`src/rtl/core/ted_pkg.sv`:
```
// Shared types and constants for the text encoding detector.
package ted_pkg;

  typedef enum logic [1:0] {
    CLASS_ANSI    = 2'd0,
    CLASS_UTF16LE = 2'd1,
    CLASS_UTF8    = 2'd2,
    CLASS_BINARY  = 2'd3
  } enc_class_e;

  // Lead mark kept for each of the last three offsets.
  typedef enum logic [1:0] {
    MARK_NONE = 2'd0,
    MARK_GOOD = 2'd1,
    MARK_FAIL = 2'd2
  } mark_e;

  localparam logic [2:0] PosMax  = 3'd7;
  localparam logic [7:0] BomFf   = 8'hFF;
  localparam logic [7:0] BomFe   = 8'hFE;
  localparam logic [7:0] BomEf   = 8'hEF;
  localparam logic [7:0] BomBb   = 8'hBB;
  localparam logic [7:0] BomBf   = 8'hBF;
  localparam logic [7:0] IllC0   = 8'hC0;
  localparam logic [7:0] IllC1   = 8'hC1;
  localparam logic [7:0] IllF5   = 8'hF5;
  localparam logic [7:0] Lead2Pat = 8'hC0;
  localparam logic [7:0] Lead2Msk = 8'hE0;
  localparam logic [7:0] Lead3Pat = 8'hE0;
  localparam logic [7:0] Lead3Msk = 8'hF0;
  localparam logic [7:0] Lead4Pat = 8'hF0;
  localparam logic [7:0] Lead4Msk = 8'hF8;
  localparam logic [7:0] ContPat  = 8'h80;
  localparam logic [7:0] ContMsk  = 8'hC0;

  typedef struct packed {
    logic [2:0]  pos;
    logic        odd;
    logic [23:0] head;
    logic [7:0]  held;
    logic        zero_word;
    logic        late_zero;
    logic        illegal;
    logic [1:0]  cont;
    mark_e [2:0] win;
    logic        cfail;
    logic        cgood;
    logic        stopped;
  } track_t;

endpackage

```
`src/rtl/core/ted_stream_if.sv`:
```
// Request channels of the text encoding detector: byte input and class output.
interface ted_in_if;
  logic       valid;
  logic       ready;
  logic [7:0] data_byte;
  logic       last_byte;

  modport source (output valid, output data_byte, output last_byte, input ready);
  modport sink   (input valid, input data_byte, input last_byte, output ready);
endinterface

interface ted_out_if;
  logic       valid;
  logic       ready;
  logic [1:0] encoding_class;

  modport source (output valid, output encoding_class, input ready);
  modport sink   (input valid, input encoding_class, output ready);
endinterface

```
`src/rtl/core/ted_track.sv`:
```
// Running-flag update for one byte: head, zero tests, illegal bytes, UTF-8 scan.
module ted_track (
  input  ted_pkg::track_t cur_i,
  input  logic [7:0]      data_byte_i,
  output ted_pkg::track_t nxt_o
);

  ted_pkg::mark_e mark;
  logic           found;

  always_comb begin
    nxt_o = cur_i;
    mark  = ted_pkg::MARK_NONE;
    found = 1'b0;

    if (!cur_i.odd) begin
      nxt_o.held = data_byte_i;
    end else if (cur_i.held == 8'h00 && data_byte_i == 8'h00) begin
      nxt_o.zero_word = 1'b1;
    end
    if (cur_i.pos >= 3'd2 && data_byte_i == 8'h00) begin
      nxt_o.late_zero = 1'b1;
    end

    case (cur_i.pos)
      3'd0:    nxt_o.head[7:0]   = data_byte_i;
      3'd1:    nxt_o.head[15:8]  = data_byte_i;
      3'd2:    nxt_o.head[23:16] = data_byte_i;
      default: ;
    endcase

    if (data_byte_i == ted_pkg::IllC0 || data_byte_i == ted_pkg::IllC1 ||
        data_byte_i >= ted_pkg::IllF5) begin
      nxt_o.illegal = 1'b1;
    end

    // UTF-8 scan
    if (!cur_i.stopped) begin
      if (cur_i.cont != 2'd0) begin
        if ((data_byte_i & ted_pkg::ContMsk) != ted_pkg::ContPat) begin
          // bad continuation: fail the newest open lead, stop scanning
          for (int k = 0; k < 3; k++) begin
            if (!found && nxt_o.win[k] != ted_pkg::MARK_NONE) begin
              nxt_o.win[k] = ted_pkg::MARK_FAIL;
              found        = 1'b1;
            end
          end
          nxt_o.stopped = 1'b1;
          nxt_o.cont    = 2'd0;
        end else begin
          nxt_o.cont = cur_i.cont - 2'd1;
        end
      end else if ((data_byte_i & ted_pkg::Lead2Msk) == ted_pkg::Lead2Pat) begin
        mark       = ted_pkg::MARK_GOOD;
        nxt_o.cont = 2'd1;
      end else if ((data_byte_i & ted_pkg::Lead3Msk) == ted_pkg::Lead3Pat) begin
        mark       = ted_pkg::MARK_GOOD;
        nxt_o.cont = 2'd2;
      end else if ((data_byte_i & ted_pkg::Lead4Msk) == ted_pkg::Lead4Pat) begin
        mark       = ted_pkg::MARK_GOOD;
        nxt_o.cont = 2'd3;
      end
    end

    // lead three places back is now judged
    if (nxt_o.win[2] == ted_pkg::MARK_GOOD) begin
      nxt_o.cgood = 1'b1;
    end else if (nxt_o.win[2] == ted_pkg::MARK_FAIL) begin
      nxt_o.cfail = 1'b1;
    end
    nxt_o.win[2] = nxt_o.win[1];
    nxt_o.win[1] = nxt_o.win[0];
    nxt_o.win[0] = mark;

    nxt_o.odd = ~cur_i.odd;
    if (cur_i.pos < ted_pkg::PosMax) begin
      nxt_o.pos = cur_i.pos + 3'd1;
    end
  end

endmodule

```
`src/rtl/core/ted_decide.sv`:
```
// Priority decision of the encoding class from the final running flags.
module ted_decide (
  input  ted_pkg::track_t    st_i,
  output ted_pkg::enc_class_e cls_o
);

  logic [7:0] b0, b1, b2;

  assign b0 = st_i.head[7:0];
  assign b1 = st_i.head[15:8];
  assign b2 = st_i.head[23:16];

  always_comb begin
    if (st_i.pos < 3'd2) begin
      cls_o = ted_pkg::CLASS_ANSI;
    end else if (st_i.zero_word) begin
      cls_o = ted_pkg::CLASS_BINARY;
    end else if (st_i.late_zero && !st_i.odd) begin
      cls_o = ted_pkg::CLASS_UTF16LE;
    end else if (b0 == ted_pkg::BomFf && b1 == ted_pkg::BomFe) begin
      cls_o = ted_pkg::CLASS_UTF16LE;
    end else if (st_i.pos < 3'd3) begin
      cls_o = ted_pkg::CLASS_ANSI;
    end else if (b0 == ted_pkg::BomEf && b1 == ted_pkg::BomBb && b2 == ted_pkg::BomBf) begin
      cls_o = ted_pkg::CLASS_UTF8;
    end else if (st_i.illegal || st_i.cfail) begin
      cls_o = ted_pkg::CLASS_ANSI;
    end else if (st_i.cgood) begin
      cls_o = ted_pkg::CLASS_UTF8;
    end else begin
      cls_o = ted_pkg::CLASS_ANSI;
    end
  end

endmodule

```
`src/rtl/core/text_encoding_detector.sv`:
```
// Top level of the text encoding detector: input register, flag update, result register.
//
// Usage
//   in_i  (sink): one byte per request, data_byte plus last_byte on the final
//                 byte of a buffer. Bytes of one buffer follow each other.
//   out_o (source): one request per buffer carrying encoding_class
//                 (0 ANSI, 1 UTF-16LE, 2 UTF-8, 3 binary), none for other bytes.
// Throughput: one byte per cycle, across buffer boundaries too, but for the stall below.
//   The per-byte flag update is a single short combinational step between the
//   input register and the running-state register, so nothing iterates.
// Path: a final byte goes from the input register through the decision into the
//   result register, which drives out_o.valid; a busy result register holds it back.
// Stall: the result register is a one-deep output stage. While it holds an
//   untaken class, non-final bytes keep flowing; a further final byte waits
//   in the input register, and in_i.ready drops only then.
// Reset: rst_ni low clears the running state and both valid flags; the first
//   byte after reset opens a new buffer. State also returns to zero after
//   each final byte.
module text_encoding_detector (
  input  logic      clk_i,
  input  logic      rst_ni,
  ted_in_if.sink    in_i,
  ted_out_if.source out_o
);

  // input register
  logic       s1_valid_q;
  logic [7:0] s1_byte_q;
  logic       s1_last_q;

  // running state of the current buffer
  ted_pkg::track_t state_q, state_d;

  // result register
  logic                 out_valid_q;
  ted_pkg::enc_class_e  out_class_q;
  ted_pkg::enc_class_e  class_d;

  logic out_free, s1_fire, in_ready, in_take;

  assign out_free = !out_valid_q || out_o.ready;
  // a non-final byte never needs the output stage
  assign s1_fire  = s1_valid_q && (!s1_last_q || out_free);
  assign in_ready = !s1_valid_q || s1_fire;
  assign in_take  = in_i.valid && in_ready;

  assign in_i.ready           = in_ready;
  assign out_o.valid          = out_valid_q;
  assign out_o.encoding_class = out_class_q;

  ted_track u_track (
    .cur_i      (state_q),
    .data_byte_i(s1_byte_q),
    .nxt_o      (state_d)
  );

  // decision sees the state including the final byte itself
  ted_decide u_decide (
    .st_i (state_d),
    .cls_o(class_d)
  );

  always_ff @(posedge clk_i or negedge rst_ni) begin
    if (!rst_ni) begin
      s1_valid_q  <= 1'b0;
      out_valid_q <= 1'b0;
      state_q     <= '0;
    end else begin
      if (in_take) begin
        s1_valid_q <= 1'b1;
      end else if (s1_fire) begin
        s1_valid_q <= 1'b0;
      end
      if (s1_fire) begin
        state_q <= s1_last_q ? '0 : state_d;
      end
      if (s1_fire && s1_last_q) begin
        out_valid_q <= 1'b1;
      end else if (out_o.ready) begin
        out_valid_q <= 1'b0;
      end
    end
  end

  // payload registers, no reset
  always_ff @(posedge clk_i) begin
    if (in_take) begin
      s1_byte_q <= in_i.data_byte;
      s1_last_q <= in_i.last_byte;
    end
    if (s1_fire && s1_last_q) begin
      out_class_q <= class_d;
    end
  end

`ifndef SYNTH
  // a final byte clears the buffer state
  a_clear_after_last: assert property (@(posedge clk_i) disable iff (!rst_ni)
    (s1_fire && s1_last_q) |=> (state_q.pos == 3'd0 && !state_q.odd))
    else $error("state not cleared after final byte");

  // no byte seen means even parity
  a_pos_parity: assert property (@(posedge clk_i) disable iff (!rst_ni)
    (state_q.pos == 3'd0) |-> !state_q.odd)
    else $error("odd parity with empty buffer");

  // a stopped scan owes no continuation bytes
  a_stop_cont: assert property (@(posedge clk_i) disable iff (!rst_ni)
    state_q.stopped |-> (state_q.cont == 2'd0))
    else $error("continuations pending after scan stop");

  // a blocked final byte holds off further input
  a_block_last: assert property (@(posedge clk_i) disable iff (!rst_ni)
    (s1_valid_q && s1_last_q && out_valid_q && !out_o.ready) |-> !in_i.ready)
    else $error("input taken while final byte blocked");
`endif

endmodule

```
`src/flat_wrapper.sv`:
```
// flat-port wrapper written by rule: the top's interface ports become plain ports
module text_encoding_detector_flat 
  (clk_i, rst_ni, in_i_valid, in_i_data_byte, in_i_last_byte, in_i_ready, out_o_valid, out_o_encoding_class, out_o_ready);
  ted_in_if in_i_i ();
  ted_out_if out_o_i ();
  input  logic clk_i;
  input  logic rst_ni;
  input wire logic [$bits(in_i_i.valid)-1:0] in_i_valid;
  input wire logic [$bits(in_i_i.data_byte)-1:0] in_i_data_byte;
  input wire logic [$bits(in_i_i.last_byte)-1:0] in_i_last_byte;
  output wire logic [$bits(in_i_i.ready)-1:0] in_i_ready;
  output wire logic [$bits(out_o_i.valid)-1:0] out_o_valid;
  output wire logic [$bits(out_o_i.encoding_class)-1:0] out_o_encoding_class;
  input wire logic [$bits(out_o_i.ready)-1:0] out_o_ready;
  assign in_i_i.valid = in_i_valid;
  assign in_i_i.data_byte = in_i_data_byte;
  assign in_i_i.last_byte = in_i_last_byte;
  assign in_i_ready = in_i_i.ready;
  assign out_o_valid = out_o_i.valid;
  assign out_o_encoding_class = out_o_i.encoding_class;
  assign out_o_i.ready = out_o_ready;
  text_encoding_detector u_core (.clk_i(clk_i), .rst_ni(rst_ni), .in_i(in_i_i), .out_o(out_o_i));
endmodule
```
`config.mk`:
```
export PLATFORM = sky130hd
export DESIGN_NAME = text_encoding_detector_flat
export DESIGN_NICKNAME = d
export VERILOG_FILES = /design/src/rtl/core/ted_pkg.sv /design/src/rtl/core/ted_stream_if.sv /design/src/rtl/core/ted_track.sv /design/src/rtl/core/ted_decide.sv /design/src/rtl/core/text_encoding_detector.sv /design/src/flat_wrapper.sv
export SDC_FILE = /design/constraint.sdc
export NUM_CORES = 1
export LEC_CHECK = 0
export BUFFER_PORTS_ARGS = -buffer_cell sky130_fd_sc_hd__buf_2
export CAP_MARGIN = 5
export CORE_ASPECT_RATIO = 1.1
export CORE_MARGIN = 2
export CORE_UTILIZATION = 40
export DETAILED_ROUTE_END_ITERATION = 10
export GPL_TIMING_DRIVEN = 0
export PLACE_DENSITY = 0.56
export SLEW_MARGIN = 20
export SYNTH_ARGS = -nofsm -noshare
export SYNTH_HDL_FRONTEND = slang
export SYNTH_SLANG_ARGS = --single-unit
```
`constraint.sdc`:
```
create_clock -name clk_i -period 2.7 [get_ports clk_i]
set_clock_uncertainty 0.1 [all_clocks]
set_input_delay 0.54 -clock clk_i [delete_from_list [all_inputs] [get_ports clk_i]]
set_output_delay 0.54 -clock clk_i [all_outputs]
set_load 0.02 [all_outputs]
```
# Word level (Yosys, flattened, before mapping)
# Cells that the tools add are included.
# totals
reg_bits	63
input_bits	13
out_inout_bits	4
# classes
n_addsub	2
magnitude_cmp	5
eq_ne	17
n_mux	51
n_bitwise	1
n_reduce_logical	34
# op_table
cell	count
== test 8 bit, second input constant	7
2-to-1 mux 50 bit	1
2-to-1 mux 8 bit	5
2-to-1 mux 2 bit	15
2-to-1 mux 1 bit	27
logical NOT 8 bit	2
2-to-1 mux 6 bit	2
nonzero test 2 bit	6
logical AND 1 bit	11
>= comparator 8 bit, second input constant	1
logical OR 1 bit	6
less-than comparator 3 x 2 -> 1 bit, second input constant	2
== test 5 bit, second input constant	1
logical NOT 1 bit	5
nonzero test 5 bit	1
== test 4 bit, second input constant	1
!= test 2 x 1 -> 1 bit, second input constant	2
adder 3 x 1 -> 3 bit, second input constant	1
== test 3 x 1 -> 1 bit, second input constant	1
== test 3 x 2 -> 1 bit, second input constant	1
== test 3 bit, second input constant	1
>= comparator 3 x 2 -> 1 bit, second input constant	1
logical NOT 3 bit	1
less-than comparator 3 bit, second input constant	1
8 further kinds	8

# Depth between registers and ports, before layout
# depth
depth_word	27
ltp_mapped	8

# Modules after synthesis
# From an unflattened synthesis, not the netlist that was laid out.
# unflattened
cells_unflattened	434
hier_area_um2	4271.6
# by_module_without_submodules
mod	n_inst	cells_each	area_each_um2	seq_area_each_um2
text_encoding_detector	1	304	3293.2	1631.6
ted_track	1	112	854.6	0.0
ted_decide	1	18	123.9	0.0

# Worst setup path after synthesis
# No wires, ideal clock.
# synth_timing
path_type	reg-to-reg
startpoint	register u_core.state_q[47] (netlist name)
endpoint	register u_core.out_class_q[1], in the netlist u_core.out_o.encoding_class[1], data pin
arrival_ps	1827
required_time_ps	2448
slack_ps	622
stages_incl_launch_ff	9
path_buffers	1
synth_period_minus_slack_ps	2078
path_cell_list	dfrtp_1 inv_1 ha_1 nand2b_4 buf_6 mux2i_4 o21ai_2 or4_1 a31oi_1
# synth_via
elab_chain_len	10
# synth_rtl
item	line	source
from (decl)	text_encoding_detector.sv:32	ted_pkg::track_t state_q, state_d;
from (signal assigned)	text_encoding_detector.sv:75	state_q <= s1_last_q ? '0 : state_d;
branches (longest 10 deep; another with adder 3 x 1 -> 3 bit)	-	
to (signal assigned)	text_encoding_detector.sv:92	out_class_q <= class_d;
to (decl)	text_encoding_detector.sv:36	ted_pkg::enc_class_e out_class_q;
# Parallel ways; which one is timed is not known.
# A chain may end at the register's enable or synchronous reset.

# Final worst setup path
# Ends and elaborated chain as after synthesis.

==> metrics.md <==
| Metric | Value |
|---|---|
| Run status | `finished, final reports clean` |
| Port bufs | `16` |
| Crit. End Element | `flop` |
| Vias per cell | `5.59` |
| Synth Instances | `approximately 320` |
| Total clock sinks | `62` |
| DRT iter0 DRCs | `around 250` |
| Cell Pwr Density | `792 nW/um^2` |
| Post-Syn Area | `around 3100 um^2` |
| Measured slew at the worst slew-check pin | `approximately 0.67 ns` |
| Post-CTS Hold Buffers | `0` |
| Root Buffer | `clkbuf_8` |
| Number of global-route vias before repair | `about 2,500` |
| #FFs+latches synth | `62` |
| DIE AREA | `~8500 um^2` |
| Synth Area in XOR/XNOR | `0%` |
| R2r endpoint | `u_core.out_o.encoding_class[1]` |
| Final ANT Viol Nets | `0` |
| Largest family of logic cells by synthesized area | `compound AO/OA/AOI/OAI gates` |
| Worst-path clk slew | `~0.080 ns` |
| Most used standard cell by instance count after synthesis | `dfrtp_1` |
| Initial antenna violation count | `0` |
| Maximum vdd drop | `slightly below 0.4 mV` |
| Top post-synthesis cells by area | `dfrtp_1, edfxtp_1, a22oi_1` |
| Number of flops mapped to enable cells by yosys | `11` |
| Cell taking the most area after synthesis | `dfrtp_1` |
| Worst Setup Start Kind | `flop` |
| WL/cell | `16.3 um` |
| Max Cap Viol | `0` |
| Sequential-to-total area share from yosys stat | `about half` |
| Final #Nets | `364` |
| Fmax | `between 400 and 500 MHz` |
| Critical setup path kind | `flop to flop` |
| Mapped Nets | `between 300 and 400` |
| Max Slew Vio Count | `0` |
| First-pass GRT wire length | `approximately 13,000 um` |
| Worst rel slew slack | `55.7%` |
| Final Hold Fails | `0` |
| Clk_lat worst skew | `0.35 ns` |
| 1st-pass router iterations | `4` |
| Final setup vio count | `0` |
| Rows | `33` |
| TNS Setup | `0 ns` |
| Post-CTS setup buffers | `0` |
| Worst EP required | `roughly 2.8 ns` |
| Die span in x | `~88 um` |
| Die Y | `between 90 and 100 um` |
| Pleak | `1.49 nW` |
| Simple-gate share of the synthesized area | `between 15 and 20%` |
| TritonCTS clock tree | `built` |
| Crit share post-route | `around nine tenths` |
| Worst EP arrival | `between 2 and 2.5 ns` |
| Compound-Gate Fraction of Synth Area | `around a fifth` |
| Core area | `about 7500 um^2` |
| Tot GR Track Use | `a little under a fifth` |
| P&R area growth vs syn | `13.2%` |
| Layout cell share with drive strength beyond 1 | `16.0%` |
| Post-Synth Adder-Cell Area | `about 2%` |
| R2R Path Start | `u_core.state_q[47]` |
| Crit-path max FO | `10` |
| Ant. Diodes | `0` |
| Predominant post-synthesis flop cell | `dfrtp_1` |
| R2r setup slk | `between 0.3 and 0.4 ns` |
| Largest net degree at the start of global routing | `52` |
| Total power | `between 2 and 3 mW` |
| Gr ovfl total | `0` |
| Boundary Pins | `17` |
| CTS Buffer Depth | `2` |
| Avg Cell Area, Syn | `just under 10 um^2` |
| Post-synth cell types | `55` |
| RSZ-0062 raised after global routing | `no` |
| Min-delay worst type | `input pin to asynchronous set/reset pin` |
| Initial Util | `a little over two fifths` |
| Aggregate routed wire length | `about 7400 um` |
| DRC | `0` |
| Synth top area share | `40.8%` |
| Mux share of post-synthesis cell area | `around 2.0%` |
| H-tree depth | `3` |
| Ys Warns | `0` |
| Vias | `between 2,000 and 3,000` |
| Synth async-reset ratio | `82.3%` |
| HPWL Detailed | `4900 um` |
| Reg2reg path depth | `7` |
| PostCTS Resize Cnt | `0` |
| Final RePlAce weighted congestion | `0.813` |
| TritonCTS buffer count | `9` |
| Tmin final | `2.38 ns` |
| Commonest cells in the netlist | `dfrtp_1, nand2_1, o21ai_0` |
cell usage in the layout, fill, tap and decap left out, types with 9 or more instances in the layout:
cell,instances
nor2_1,22
edfxtp_1,11
a22o_1,9
o21ai_0,30
inv_1,15
a22oi_1,23
clkbuf_8,9
a21oi_1,10
nand2_1,40
nor3_1,9
buf_2,28
dfrtp_1,51
worst max-delay path by stage:
stage | from | endpoint | slack [ns] | cells past startpoint
3_5_place_dp | u_core.state_q[48] | u_core.out_o.encoding_class[1] | 0.32 | 8
3_3_place_gp | u_core.state_q[47] | u_core.out_o.encoding_class[1] | 0.28 | 7
5_1_grt | u_core.state_q[47] | u_core.out_o.encoding_class[1] | 0.13 | 7
6_report | u_core.state_q[47] | u_core.out_o.encoding_class[1] | 0.32 | 7
4_1_cts | u_core.state_q[47] | u_core.out_o.encoding_class[1] | 0.31 | 7
2_1_floorplan | u_core.state_q[47] | u_core.out_o.encoding_class[1] | 0.62 | 8
cells by family after synthesis:
family | after synthesis
and+or+nand+nor | 110
muxes | 5
DFF | 62
buffers and inverters | 38
AOI/OAI and AO/OA | 99
adders and majority gates | 5
power by group:
part           internal [mW]  total, mW  switching, mW
sequential              1.14       1.29          0.148
clock                  0.429      0.824          0.395
combinational          0.295      0.691          0.396
total                   1.86       2.80          0.938
registers in the layout, summed over array words and instances (netlist names):
signal                       flops
u_core.out_o.valid               1
u_core.out_o.encoding_class      2
u_core.state_q                  49
u_core.s1_last_q                 1
u_core.s1_valid_q                1
u_core.s1_byte_q                 8
worst max-delay path, cell delays in order (launching register included):
cell      delay [ns]
dfrtp_1         0.44
inv_1           0.12
ha_1            0.24
nand2b_1        0.10
clkbuf_1        0.34
a21oi_1         0.11
or4_1           0.59
a31oi_1         0.19
cell type report:
| cell class | count | area [um^2] |
|---|---|---|
| buffer | 23 | 118 |
| clock buffer | 9 | 124 |
| clock inverter | 7 | 73.8 |
| fill | 748 | 3980 |
| inverter | 15 | 56.3 |
| multi-input combinational | 219 | 1350 |
| sequential | 62 | 1610 |
| tap | 105 | 131 |
| timing repair buffer | 16 | 82.6 |
stage by stage:
| stage | hold WS, ns | util (%) | worst slack [ns] | std cells | area (um^2) |
|---|---|---|---|---|---|
| floorplan | 0.144 | - | 0.622 | 319 | 3130 |
| global placement | 0.374 | 44.4 | 0.280 | 440 | 3340 |
| CTS | 0.142 | 47.1 | 0.307 | 456 | 3540 |
| global route | 0.171 | 47.1 | 0.133 | 456 | 3540 |
| finish | 0.123 | 47.1 | 0.320 | 456 | 3540 |
| detailed placement | 0.382 | 44.5 | 0.323 | 440 | 3340 |
routing by layer:
| layer | track usage (%) | up-vias | wire (um) |
|---|---|---|---|
| met5 | 0 | - | 0 |
| met4 | 7.69 | 0 | 169 |
| met3 | 3.92 | 15 | 224 |
| met2 | 29.0 | 52 | 3540 |
| met1 | 26.2 | 1259 | 3520 |
| li1 | - | 1221 | - |
Note: power is estimated with default switching activity, not from simulation.
